==> config.mk <==
export PLATFORM = sky130hd
export DESIGN_NAME = mac_keyed_table_with_aging
export DESIGN_NICKNAME = d
export VERILOG_FILES = /design/src/sv/mkt_pkg.sv /design/src/sv/mac_keyed_table_with_aging.sv
export VERILOG_INCLUDE_DIRS = /design/src /design/src/sv
export SDC_FILE = /design/constraint.sdc
export NUM_CORES = 2
export LEC_CHECK = 0
export ABC_AREA = 1
export BUFFER_PORTS_ARGS = -buffer_cell sky130_fd_sc_hd__buf_2
export CAP_MARGIN = 25
export CORE_MARGIN = 10
export CORE_UTILIZATION = 50
export CTS_CLUSTER_SIZE = 16
export DETAILED_ROUTE_END_ITERATION = 8
export PLACE_DENSITY_LB_ADDON = 0.25
export SLEW_MARGIN = 25
export SYNTH_ARGS = -nofsm -noshare
export SYNTH_HDL_FRONTEND = slang
export SYNTH_SLANG_ARGS = --single-unit
==> constraint.sdc <==
create_clock -name clk_i -period 14.6 [get_ports clk_i]
set_input_delay 2.92 -clock clk_i [delete_from_list [all_inputs] [get_ports clk_i]]
set_output_delay 2.92 -clock clk_i [all_outputs]
set_load 0.1 [all_outputs]
==> src/sv/mac_keyed_table_with_aging_defines.svh <==
// assertion macros for the station table
`ifndef MAC_KEYED_TABLE_WITH_AGING_DEFINES_SVH
`define MAC_KEYED_TABLE_WITH_AGING_DEFINES_SVH

// checked while out of reset
`define MKT_ASSERT(name, prop, msg) \
  name: assert property (@(posedge clk_i) disable iff (!rst_ni) prop) else $error(msg);

// checked at every edge, reset included
`define MKT_ASSERT_ALWAYS(name, prop, msg) \
  name: assert property (@(posedge clk_i) prop) else $error(msg);

`endif

==> src/sv/mkt_pkg.sv <==
package mkt_pkg;

  localparam int unsigned MAC_W   = 48;
  localparam int unsigned CHAN_W  = 4;
  localparam int unsigned FLAGS_W = 16;
  localparam int unsigned LVL_W   = 8;
  localparam int unsigned SUM_W   = 24;
  localparam int unsigned COUNT_W = 16;
  localparam int unsigned AGE_W   = 4;
  localparam int unsigned CFG_IDX_W  = 2;
  localparam int unsigned CFG_DATA_W = 16;

  localparam logic [SUM_W-1:0]   SUM_MAX       = '1;
  localparam logic [COUNT_W-1:0] COUNT_MAX     = '1;
  localparam logic [AGE_W-1:0]   AGE_MAX       = '1;
  localparam logic [AGE_W-1:0]   AGE_LIMIT_RST = 4'd10;

  localparam logic [CFG_IDX_W-1:0] CFG_FLAG_FILTER = 2'd0;
  localparam logic [CFG_IDX_W-1:0] CFG_AGE_LIMIT   = 2'd1;

  typedef enum logic [1:0] {
    ACT_OBSERVE = 2'd0,
    ACT_TICK    = 2'd1,
    ACT_CLEAR   = 2'd2
  } action_e;

  typedef enum logic [2:0] {
    EV_ADDED    = 3'd0,
    EV_UPDATED  = 3'd1,
    EV_FILTERED = 3'd2,
    EV_DROPPED  = 3'd3,
    EV_EVICTED  = 3'd4,
    EV_DONE     = 3'd5
  } event_e;

  typedef enum logic [2:0] {
    ST_IDLE,
    ST_RD,
    ST_EV,
    ST_FIN,
    ST_DONE
  } state_e;

  typedef struct packed {
    logic [MAC_W-1:0]   mac;
    logic [CHAN_W-1:0]  channel;
    logic [FLAGS_W-1:0] flags;
    logic [LVL_W-1:0]   lvl_last;
    logic [LVL_W-1:0]   lvl_max;
    logic [LVL_W-1:0]   lvl_min;
    logic [SUM_W-1:0]   lvl_sum;
    logic [COUNT_W-1:0] count;
  } info_t;

  typedef struct packed {
    info_t            info;
    logic [AGE_W-1:0] age;
  } slot_rec_t;

endpackage

==> src/sv/mac_keyed_table_with_aging.sv <==
// observe: the scan reads each slot in turn, a valid slot also through ST_EV, up to the match
// or the last slot, then ST_FIN writes back and registers the result; a filtered observe skips the scan
// tick and clear: the same sweep over all slots, then ST_DONE registers the done result; every
// slot goes through the single read port of the slot memory, which sets the rate
// reset clears all valid bits, the registers to flag_filter 0 and age_limit 10, and
// the output valid flag; slot memory contents and the output data registers are not cleared
`include "mac_keyed_table_with_aging_defines.svh"

module mac_keyed_table_with_aging #(
  parameter int unsigned TABLE_DEPTH = 16
) (
  input  logic                              clk_i,
  input  logic                              rst_ni,
  input  logic                              cfg_valid_i,
  output logic                              cfg_ready_o,
  input  logic [mkt_pkg::CFG_IDX_W-1:0]     cfg_index_i,
  input  logic [mkt_pkg::CFG_DATA_W-1:0]    cfg_data_i,
  input  logic                              in_valid_i,
  output logic                              in_stall_o,
  input  logic [1:0]                        action_i,
  input  logic [mkt_pkg::MAC_W-1:0]         station_mac_i,
  input  logic [mkt_pkg::LVL_W-1:0]         signal_level_i,
  input  logic [mkt_pkg::CHAN_W-1:0]        radio_channel_i,
  input  logic [mkt_pkg::FLAGS_W-1:0]       station_flags_i,
  output logic                              out_valid_o,
  input  logic                              out_stall_i,
  output logic [2:0]                        event_res_o,
  output logic [mkt_pkg::MAC_W-1:0]         entry_mac_o,
  output logic [mkt_pkg::CHAN_W-1:0]        entry_channel_o,
  output logic [mkt_pkg::FLAGS_W-1:0]       entry_flags_o,
  output logic [mkt_pkg::LVL_W-1:0]         level_last_o,
  output logic [mkt_pkg::LVL_W-1:0]         level_max_o,
  output logic [mkt_pkg::LVL_W-1:0]         level_min_o,
  output logic [mkt_pkg::SUM_W-1:0]         level_sum_o,
  output logic [mkt_pkg::COUNT_W-1:0]       sample_count_o,
  output logic                              last_of_run_o
);
  import mkt_pkg::*;

  localparam int unsigned IW = $clog2(TABLE_DEPTH);

  state_e state_q, state_d;

  logic [FLAGS_W-1:0] flag_filter_q;
  logic [AGE_W-1:0]   age_limit_q;

  // latched transaction
  action_e            act_q;
  logic [MAC_W-1:0]   in_mac_q;
  logic [LVL_W-1:0]   in_lvl_q;
  logic [CHAN_W-1:0]  in_chan_q;
  logic [FLAGS_W-1:0] in_flags_q;

  logic [IW-1:0]          idx_q, idx_d;
  logic [IW-1:0]          free_idx_q, free_idx_d;
  logic                   hit_q, hit_d;
  logic                   free_found_q, free_found_d;
  logic [TABLE_DEPTH-1:0] valid_q, valid_d;

  slot_rec_t mem_q [TABLE_DEPTH];
  slot_rec_t rd_q;
  logic      mem_we;
  logic [IW-1:0] mem_waddr;
  slot_rec_t mem_wdata;

  logic   out_valid_q;
  event_e out_ev_q;
  info_t  out_info_q;
  logic   out_last_q;

  logic   out_free;
  logic   out_load;
  event_e out_ev;
  info_t  out_info;
  logic   out_last;

  logic             last_slot;
  logic             filtered;
  logic [AGE_W-1:0] new_age;
  logic             evict;
  logic [SUM_W:0]   sum_ext;
  slot_rec_t        upd_rec;
  slot_rec_t        new_rec;
  info_t            sight_info;

  assign cfg_ready_o = 1'b1;
  assign in_stall_o  = (state_q != ST_IDLE);
  assign out_free    = !out_valid_q || !out_stall_i;
  assign last_slot   = (idx_q == IW'(TABLE_DEPTH - 1));
  assign filtered    = |(in_flags_q & flag_filter_q);
  assign new_age     = (rd_q.age == AGE_MAX) ? AGE_MAX : rd_q.age + 1'b1;
  assign evict       = (act_q == ACT_CLEAR) || (new_age > age_limit_q);
  assign sum_ext     = {1'b0, rd_q.info.lvl_sum} + (SUM_W + 1)'(in_lvl_q);

  always_comb begin
    upd_rec               = rd_q;
    upd_rec.info.lvl_last = in_lvl_q;
    if (in_lvl_q > rd_q.info.lvl_max) upd_rec.info.lvl_max = in_lvl_q;
    if (in_lvl_q < rd_q.info.lvl_min) upd_rec.info.lvl_min = in_lvl_q;
    upd_rec.info.lvl_sum  = sum_ext[SUM_W] ? SUM_MAX : sum_ext[SUM_W-1:0];
    if (rd_q.info.count != COUNT_MAX) upd_rec.info.count = rd_q.info.count + 1'b1;
    upd_rec.age           = '0;
  end

  always_comb begin
    new_rec.info.mac      = in_mac_q;
    new_rec.info.channel  = in_chan_q;
    new_rec.info.flags    = in_flags_q;
    new_rec.info.lvl_last = in_lvl_q;
    new_rec.info.lvl_max  = in_lvl_q;
    new_rec.info.lvl_min  = in_lvl_q;
    new_rec.info.lvl_sum  = SUM_W'(in_lvl_q);
    new_rec.info.count    = COUNT_W'(1);
    new_rec.age           = '0;
    sight_info            = '0;
    sight_info.mac        = in_mac_q;
    sight_info.channel    = in_chan_q;
    sight_info.flags      = in_flags_q;
    sight_info.lvl_last   = in_lvl_q;
  end

  always_ff @(posedge clk_i or negedge rst_ni) begin
    if (!rst_ni) begin
      state_q       <= ST_IDLE;
      flag_filter_q <= '0;
      age_limit_q   <= AGE_LIMIT_RST;
      idx_q         <= '0;
      hit_q         <= 1'b0;
      free_found_q  <= 1'b0;
      valid_q       <= '0;
      out_valid_q   <= 1'b0;
    end else begin
      state_q      <= state_d;
      idx_q        <= idx_d;
      hit_q        <= hit_d;
      free_found_q <= free_found_d;
      valid_q      <= valid_d;
      if (cfg_valid_i) begin
        case (cfg_index_i)
          CFG_FLAG_FILTER: flag_filter_q <= cfg_data_i;
          CFG_AGE_LIMIT:   age_limit_q   <= cfg_data_i[AGE_W-1:0];
          default: ;
        endcase
      end
      if (out_load) begin
        out_valid_q <= 1'b1;
      end else if (!out_stall_i) begin
        out_valid_q <= 1'b0;
      end
    end
  end

  always_ff @(posedge clk_i) begin
    free_idx_q <= free_idx_d;
    if (in_valid_i && !in_stall_o) begin
      act_q      <= action_e'(action_i);
      in_mac_q   <= station_mac_i;
      in_lvl_q   <= signal_level_i;
      in_chan_q  <= radio_channel_i;
      in_flags_q <= station_flags_i;
    end
    if (out_load) begin
      out_ev_q   <= out_ev;
      out_info_q <= out_info;
      out_last_q <= out_last;
    end
  end

  // slot memory, one write and one registered read port
  always_ff @(posedge clk_i) begin
    if (mem_we) begin
      mem_q[mem_waddr] <= mem_wdata;
    end
    rd_q <= mem_q[idx_q];
  end

  always_comb begin
    state_d      = state_q;
    idx_d        = idx_q;
    free_idx_d   = free_idx_q;
    hit_d        = hit_q;
    free_found_d = free_found_q;
    valid_d      = valid_q;
    mem_we       = 1'b0;
    mem_waddr    = idx_q;
    mem_wdata    = rd_q;
    out_load     = 1'b0;
    out_ev       = EV_DONE;
    out_info     = '0;
    out_last     = 1'b0;

    case (state_q)
      ST_IDLE: begin
        if (in_valid_i) begin
          idx_d        = '0;
          hit_d        = 1'b0;
          free_found_d = 1'b0;
          case (action_e'(action_i))
            ACT_OBSERVE: begin
              state_d = (|(station_flags_i & flag_filter_q)) ? ST_FIN : ST_RD;
            end
            ACT_TICK, ACT_CLEAR: state_d = ST_RD;
            default: state_d = ST_IDLE;
          endcase
        end
      end

      ST_RD: begin
        if (valid_q[idx_q]) begin
          state_d = ST_EV;
        end else begin
          if (act_q == ACT_OBSERVE && !free_found_q) begin
            free_found_d = 1'b1;
            free_idx_d   = idx_q;
          end
          if (last_slot) begin
            state_d = (act_q == ACT_OBSERVE) ? ST_FIN : ST_DONE;
          end else begin
            idx_d = idx_q + 1'b1;
          end
        end
      end

      ST_EV: begin
        if (act_q == ACT_OBSERVE) begin
          if (rd_q.info.mac == in_mac_q) begin
            hit_d   = 1'b1;
            state_d = ST_FIN;
          end else if (last_slot) begin
            state_d = ST_FIN;
          end else begin
            idx_d   = idx_q + 1'b1;
            state_d = ST_RD;
          end
        end else if (!evict || out_free) begin
          // aging write-back, or eviction reported through the output register
          if (evict) begin
            valid_d[idx_q] = 1'b0;
            out_load       = 1'b1;
            out_ev         = EV_EVICTED;
            out_info       = rd_q.info;
          end else begin
            mem_we        = 1'b1;
            mem_wdata.age = new_age;
          end
          if (last_slot) begin
            state_d = ST_DONE;
          end else begin
            idx_d   = idx_q + 1'b1;
            state_d = ST_RD;
          end
        end
      end

      ST_FIN: begin
        if (out_free) begin
          state_d  = ST_IDLE;
          out_load = 1'b1;
          out_last = 1'b1;
          if (filtered) begin
            out_ev   = EV_FILTERED;
            out_info = sight_info;
          end else if (hit_q) begin
            mem_we    = 1'b1;
            mem_wdata = upd_rec;
            out_ev    = EV_UPDATED;
            out_info  = upd_rec.info;
          end else if (free_found_q) begin
            mem_we              = 1'b1;
            mem_waddr           = free_idx_q;
            mem_wdata           = new_rec;
            valid_d[free_idx_q] = 1'b1;
            out_ev              = EV_ADDED;
            out_info            = new_rec.info;
          end else begin
            out_ev   = EV_DROPPED;
            out_info = sight_info;
          end
        end
      end

      ST_DONE: begin
        if (out_free) begin
          state_d  = ST_IDLE;
          out_load = 1'b1;
          out_ev   = EV_DONE;
          out_last = 1'b1;
        end
      end

      default: state_d = ST_IDLE;
    endcase
  end

  assign out_valid_o     = out_valid_q;
  assign event_res_o     = out_ev_q;
  assign entry_mac_o     = out_info_q.mac;
  assign entry_channel_o = out_info_q.channel;
  assign entry_flags_o   = out_info_q.flags;
  assign level_last_o    = out_info_q.lvl_last;
  assign level_max_o     = out_info_q.lvl_max;
  assign level_min_o     = out_info_q.lvl_min;
  assign level_sum_o     = out_info_q.lvl_sum;
  assign sample_count_o  = out_info_q.count;
  assign last_of_run_o   = out_last_q;

  `MKT_ASSERT(a_no_overwrite, (out_valid_q && out_stall_i) |-> !out_load, "result overwritten while stalled")
  `MKT_ASSERT(a_eval_valid_only, (state_q == ST_EV) |-> valid_q[idx_q], "evaluating an empty slot")
  `MKT_ASSERT(a_clear_empties, (state_q == ST_DONE && act_q == ACT_CLEAR) |-> (valid_q == '0), "clear left entries behind")
  `MKT_ASSERT_ALWAYS(a_idle_in_reset, !rst_ni |-> (state_q == ST_IDLE && !out_valid_q), "not idle in reset")

endmodule
**Word level (Yosys, flattened, before mapping)**

Memory sizes are Yosys's and may differ from the RTL's. A register that Yosys moved wholly into a read port is not among the register bits.
Cells that the tools add are included.

- Latch bits: 0
- ROM bits: 0
- Memories kept: 1
- Memory bits (writable): 2,176
- Logic and storage cells: 197
- Output and inout port bits: 139
- Bits in registers: 264

Memory list:

| memory | depth | width | read ports | clocked after memory_dff | write ports | line | text |
|---|---|---|---|---|---|---|---|
| mem_q | 16 | 136 | 1 | 1 | 1 | mac_keyed_table_with_aging.sv:60 | `slot_rec_t mem_q [TABLE_DEPTH];` |

- Bitwise logic cells: 6
- Order comparisons: 7
- Divide/modulo/power cells: 0
- Equal/unequal tests: 29
- Shifts and indexed selects: 0
- $mul: 0
- Reductions and logical operators: 33
- Multiplexer cells: 93
- Add/subtract/negate cells: 4

Operator list:

| kind | count |
|---|---|
| $mux 132 | 7 |
| $mux 136 | 4 |
| $pmux 132 s2 | 1 |
| $mux 16 | 8 |
| $mux 4 | 15 |
| $mux 56 | 1 |
| $and 16x16->16 | 3 |
| $eq 48x48->1 | 1 |
| $pmux 16 s2 | 1 |
| $reduce_or 16->1 | 2 |
| $mux 3 | 9 |
| $mux 1 | 26 |
| $add 24x8->25 | 1 |
| $mux 24 | 1 |
| $ne 2x2->1 const B | 12 |
| $add 16x1->16 const B | 1 |
| $mux 8 | 2 |
| $ne 16x16->1 const B | 1 |
| $not 16->16 | 1 |
| $or 16x16->16 | 1 |
| $mux 2 | 6 |
| $pmux 3 s4 | 1 |
| $pmux 4 s3 | 1 |
| $reduce_and 4->1 | 3 |
| 33 further kinds | 63 |

**Longest topological paths before layout**

- Word-level depth: 11
- Gate-level depth with buffers: 19

**Worst setup path after synthesis**

No wires, ideal clock.

- Path kind: input port to flip-flop
- Start point: in out_stall_i
- End point: reg out_info_q, in the netlist entry_channel_o[0] (enable)
- Slack: 1,061 ps
- Buffers on the path: 0
- Arrival: 12,720 ps
- Stages: 3
- Path through: nand2_1 -> inv_1 -> o21ai_0

- Cells in the longest elaborated chain, start to end: 6

Ends and longest elaborated chain:

| item | line | text |
|---|---|---|
| start: declaration | mac_keyed_table_with_aging.sv:26 | `input logic out_stall_i,` |
| $logic_not 1->1 * | -- |  |
| $logic_or 1x1->1 * | mac_keyed_table_with_aging.sv:88 | `assign out_free = !out_valid_q \|\| !out_stall_i;` |
| $logic_or 1x1->1 | mac_keyed_table_with_aging.sv:235 | `end else if (!evict \|\| out_free) begin` |
| $mux 1 | mac_keyed_table_with_aging.sv:235 |  |
| $mux 1 | mac_keyed_table_with_aging.sv:225 | `if (act_q == ACT_OBSERVE) begin` |
| $pmux 1 s2 * | mac_keyed_table_with_aging.sv:192 | `case (state_q)` |
| via out_load | mac_keyed_table_with_aging.sv:72 | `logic out_load;` |
| end signal: assignment | mac_keyed_table_with_aging.sv:164 | `out_info_q <= out_info;` |
| end: declaration | mac_keyed_table_with_aging.sv:68 | `info_t out_info_q;` |

The timed path passes the listed nets; every way through them passes the cells marked *.
A chain may end at the register's enable or synchronous reset.

**Worst setup path after layout**

- Start point: in out_stall_i
- End point: mem mem_q[14][118] (netlist bit) (enable)

- Cells in the longest elaborated chain, start to end: 8

Ends and longest elaborated chain:

| item | line | text |
|---|---|---|
| $logic_not 1->1 * | -- |  |
| $logic_or 1x1->1 * | mac_keyed_table_with_aging.sv:88 |  |
| $logic_or 1x1->1 | mac_keyed_table_with_aging.sv:235 |  |
| $mux 1 | mac_keyed_table_with_aging.sv:235 |  |
| $mux 1 | mac_keyed_table_with_aging.sv:225 |  |
| $pmux 1 s2 | mac_keyed_table_with_aging.sv:192 |  |
| $mux 1 | mac_keyed_table_with_aging.sv:171 | `if (mem_we) begin` |
| $mux 1 (implied by the code) | mac_keyed_table_with_aging.sv:172 | `mem_q[mem_waddr] <= mem_wdata;` |
| end: declaration | mac_keyed_table_with_aging.sv:60 |  |

Every way passes the cells marked *; elsewhere a longest branch is shown, timed or not.

==> results.md <==
- TritonCTS built the clock tree.
- The total routing usage reported by global routing is 24.93%.
- The switching component of the power is 7702 uW.
- The floorplan step defined a die boundary enclosing 221800 um^2.
- The wire length of the first global-routing pass is ~420 mm.
- The flow ran to the end, and the final reports show no timing, DRC or antenna violations.
- At the pin with the least slew margin, the transition time is 1.185 ns.
- In the layout the commonest cells are sky130_fd_sc_hd__edfxtp_1, sky130_fd_sc_hd__o21ai_0, sky130_fd_sc_hd__nor2_1, sky130_fd_sc_hd__nand2_1, sky130_fd_sc_hd__o22ai_1.
- The final number of hold-violating endpoints is 0.
- The synthesized area per cell is 12.45 um^2.
- The root buffer cell chosen for the clock tree is sky130_fd_sc_hd__clkbuf_16.
- The register area share after synthesis is around three quarters.
- The mapped netlist covers 101700 um^2.
- The power density over the cells is 196.6 nW/um^2.
- Summed over all layers, the routed wires come to around 290 mm.
- The tree built by TritonCTS fans out to 2576 sinks.
- The highest layer touched by signal routing is met4.
- The beginning of the worst register-to-register path is out_valid_o.
- The layout has about 16k filler cells.
- The pin count of the biggest net entering global routing is approximately 220.
- Setup repair after global routing left no endpoint under its margin.
- The clock network accounts for a little under a third of the total power.
- The worst-skew pair later-pin latency is 0.93 ns.
- The H-tree was split into 5 levels.
- The number of nets with antenna violations after routing is 0.
- The CTS buffer count is 279.
- Detailed routing inserted a total of 67.68k vias.
- The overall die height is roughly 470 um.
- The cell area after layout is 114900 um^2.
- In this run, the combinational gates consume 25.1% of the power.
- After clock tree synthesis, the clock-pin slew on the worst setup and hold paths is 0.06 ns.
- Net switching is 34.09% of the power.
- The final critical-path share of the clock period is 51.78%.
- For this run, the post-layout net count is 8508.
- Setup violations remaining at the end of the flow were counted as 0.
- In this run the static leakage power is 0.03943 uW.
- Buffers inserted to repair hold after CTS numbered 0.
- The critical path is of the input pin to flop type.
- Gates resized during post-CTS repair numbered 0.
- The post-layout minimum cycle time is 7.560 ns.
- The via count normalized by instance count is 6.016.
- After clock tree synthesis, the setup repair step added 0 buffers.
- The count of mapped cells out of synthesis is 8167.
- The number of DRC violations after detailed routing is 0.
- The weighted congestion at the end of routability-driven global placement is 0.8600.
- Leaving out fill and tap cells, the most frequent cell in the layout is sky130_fd_sc_hd__edfxtp_1.
- For this run, the share of the core covered by cells in the final layout is 56.78%.
- Before antenna repair, the detailed router went through 7 iterations.
- In this run the most critical hold path is launched from age_limit_q[2].
- The number of global-route vias before repair came to 64.73k.
- Synthesis produced a netlist with a net count of slightly above 8k.
- Once the floorplan was initialized, standard cells occupied 50.26% of the core.
- The area of the multi-input gates is about 23000 um^2.
- Across the whole layout, storage elements account for 75770 um^2.
- The top-level I/O count is 240.
- The tool flagged a number of max-cap violations equal to 0.
- Cells with a size suffix above 1 make up between 10 and 15% of the layout.
- At the worst endpoint, the arrival time is 8.06 ns.
- The number of antenna violations at the first check in global routing is 9.
- The count of distinct cell types in the synthesized netlist is 50.
- The standard cell area after detailed placement is approximately 110000 um^2.
- Summed over all nets, wire length on met2 after detailed routing comes to 138.1 mm.
- The source of the critical timing path is out_stall_i.
- The number of register bits inferred by synthesis is 2576.
- The normalized max-slew margin is 21.03%.
- STA classifies the critical path startpoint as an input pin.
- The detailed-routing wirelength on met1 is 113.2 mm.
- Dividing the detail-routed wire length by the instance count gives between 20 and 30 um.
- The total length of routed met3 wires is 24.25 mm.
- The horizontal die dimension is 470.9 um.
- The number of pins exceeding their max-slew limit in the final report is 0.
- For the final database, setup skew stands at 0.05159 ns.
- The worst-case IR drop observed on VDD is 175.5 uV.
- The first routing iteration left 8535 violations.
- Based on the critical path, the design can be clocked at up to 132.3 MHz.
- Compared with the post-synthesis result, the final layout area differs by 12.99%.
- The number of I/O port buffers is approximately 240.
- The data required time at the worst endpoint is between 15 and 20 ns.
- The share of total power dissipated in sequential elements is 44.9%.
- The Yosys step of the flow raised 0 warnings.
- The total overflow left after global routing is 0.
- The endpoint class of the critical path is a flop.
- The biggest fanout along the worst timing path is 42.
- Row generation in the floorplan step produced around 170 rows.
- The detailed-placement wirelength estimate is around 150 mm.
- The buffer levels on the longest clock path is 4.
- The floorplan step defined a core boundary enclosing about 200000 um^2.
- The setup TNS after final layout is 0 ns.
- The internal power of the cells is 14890 uW.
- The min-delay analysis places its worst path in the category flop to flop.
cells by family after synthesis:
logic type	synth area share, %
and+or+nand+nor	10.49
AOI/OAI and AO/OA	11.19
xor gates and xnor gates	0.2412
buffers and inverters	2.942
DFF	74.52
muxes	0.1920
adders and majority gates	0.4258
other	0.003688
power by group through the flow:
stage | registers, uW | logic, uW | clock network, uW
after global routing | 10200 | 6180 | 7170
after CTS | 10100 | 5610 | 6860
after global placement | 10300 | 5460 | 0
final | 10100 | 5670 | 6790
after floorplan | 11000 | 3030 | 0
after detailed placement | 10300 | 5590 | 0
registers in the layout, summed over array words and instances, names as in the netlist, 24 cells and up:
name	count
mem_q	2176
rd_q	136
entry_mac_o	48
in_mac_q	48
level_sum_o	24
cell usage after synthesis, drive strengths merged:
master / n / area [um^2]
o2111ai: 2 / 17.52
clkinv: 2 / 7.510
dfxtp: 136 / 2723
dfrtp: 44 / 1101
a21oi: 63 / 319.1
nor2: 1257 / 4762
o21a: 1 / 7.510
or2: 10 / 62.56
nand2: 1124 / 4229
nand3: 80 / 420.4
o211ai: 11 / 82.58
buf: 109 / 550.5
clkbuf: 390 / 1465
a21boi: 1 / 7.510
ha: 33 / 412.9
a211oi: 1 / 7.510
o22ai: 567 / 3547
dfstp: 2 / 52.55
fa: 1 / 20.02
a22o: 9 / 78.83
nor4: 3 / 25.02
o21ai: 1399 / 7013
nand3b: 7 / 65.06
xor2: 12 / 105.1
o31ai: 39 / 292.8
mux2: 13 / 195.2
inv: 258 / 968.4
nor3: 31 / 160.1
edfxtp: 2394 / 71890
nand4: 151 / 944.7
xnor2: 16 / 140.1
conb: 1 / 3.750
worst paths after layout:
| path | endpoint | slack [ns] | cells past startpoint |
|---|---|---|---|
| setup / recovery | mem_q[14][118] | 7.04 | 11 |
| hold / removal | age_limit_q[2] | 0.48 | 2 |
| setup reg to reg | mem_q[14][118] | 8.80 | 10 |
| hold reg to reg | age_limit_q[2] | 0.48 | 2 |
| max in group asynchronous | idx_q[0] | 11.93 | 2 |
| min in group asynchronous | free_found_q | 2.15 | 2 |
metal layers:
layer | global-route usage, % | up-vias
met5 | 0 | -
met4 | 9.463 | 0
met3 | 3.499 | 602
met2 | 41.21 | 3370
met1 | 33.59 | 33593
li1 | - | 30117
stage by stage:
step | power [uW] | hold WS (ns) | setup slack [ns] | instances
2_1_floorplan | 14000 | 0.4196 | 1.061 | 8167
3_3_place_gp | 15740 | 0.4722 | 6.193 | 10752
3_5_place_dp | 15860 | 0.4746 | 6.194 | 10761
4_1_cts | 22600 | 0.4886 | 7.122 | 11240
5_1_grt | 23510 | 0.5143 | 6.899 | 11249
6_report | 22590 | 0.4846 | 7.040 | 11251
area by class of cell:
cell class                      count  share of cell area (%)
Inverter                          260                  0.8713
Tap cell                         2672                   2.910
Timing Repair Buffer              424                   2.519
Sequential cell                  2576                   65.96
Clock inverter                    104                  0.8353
Multi-Input combinational cell   4832                   20.16
Antenna cell                        8                 0.01743
Clock buffer                      375                   6.733
worst max-delay path: stages:
cell and delay, ns:
sky130_fd_sc_hd__buf_2 0.11, sky130_fd_sc_hd__nand2_1 0.22, sky130_fd_sc_hd__inv_1 0.20, sky130_fd_sc_hd__nor2_4 0.26
sky130_fd_sc_hd__buf_4 0.52, sky130_fd_sc_hd__nand3b_4 0.42, sky130_fd_sc_hd__nand2_1 0.38, sky130_fd_sc_hd__nand3_1 0.37
sky130_fd_sc_hd__nor2_4 0.94, sky130_fd_sc_hd__buf_4 0.85, sky130_fd_sc_hd__buf_4 0.80
Power figures use the tool's default switching activity.
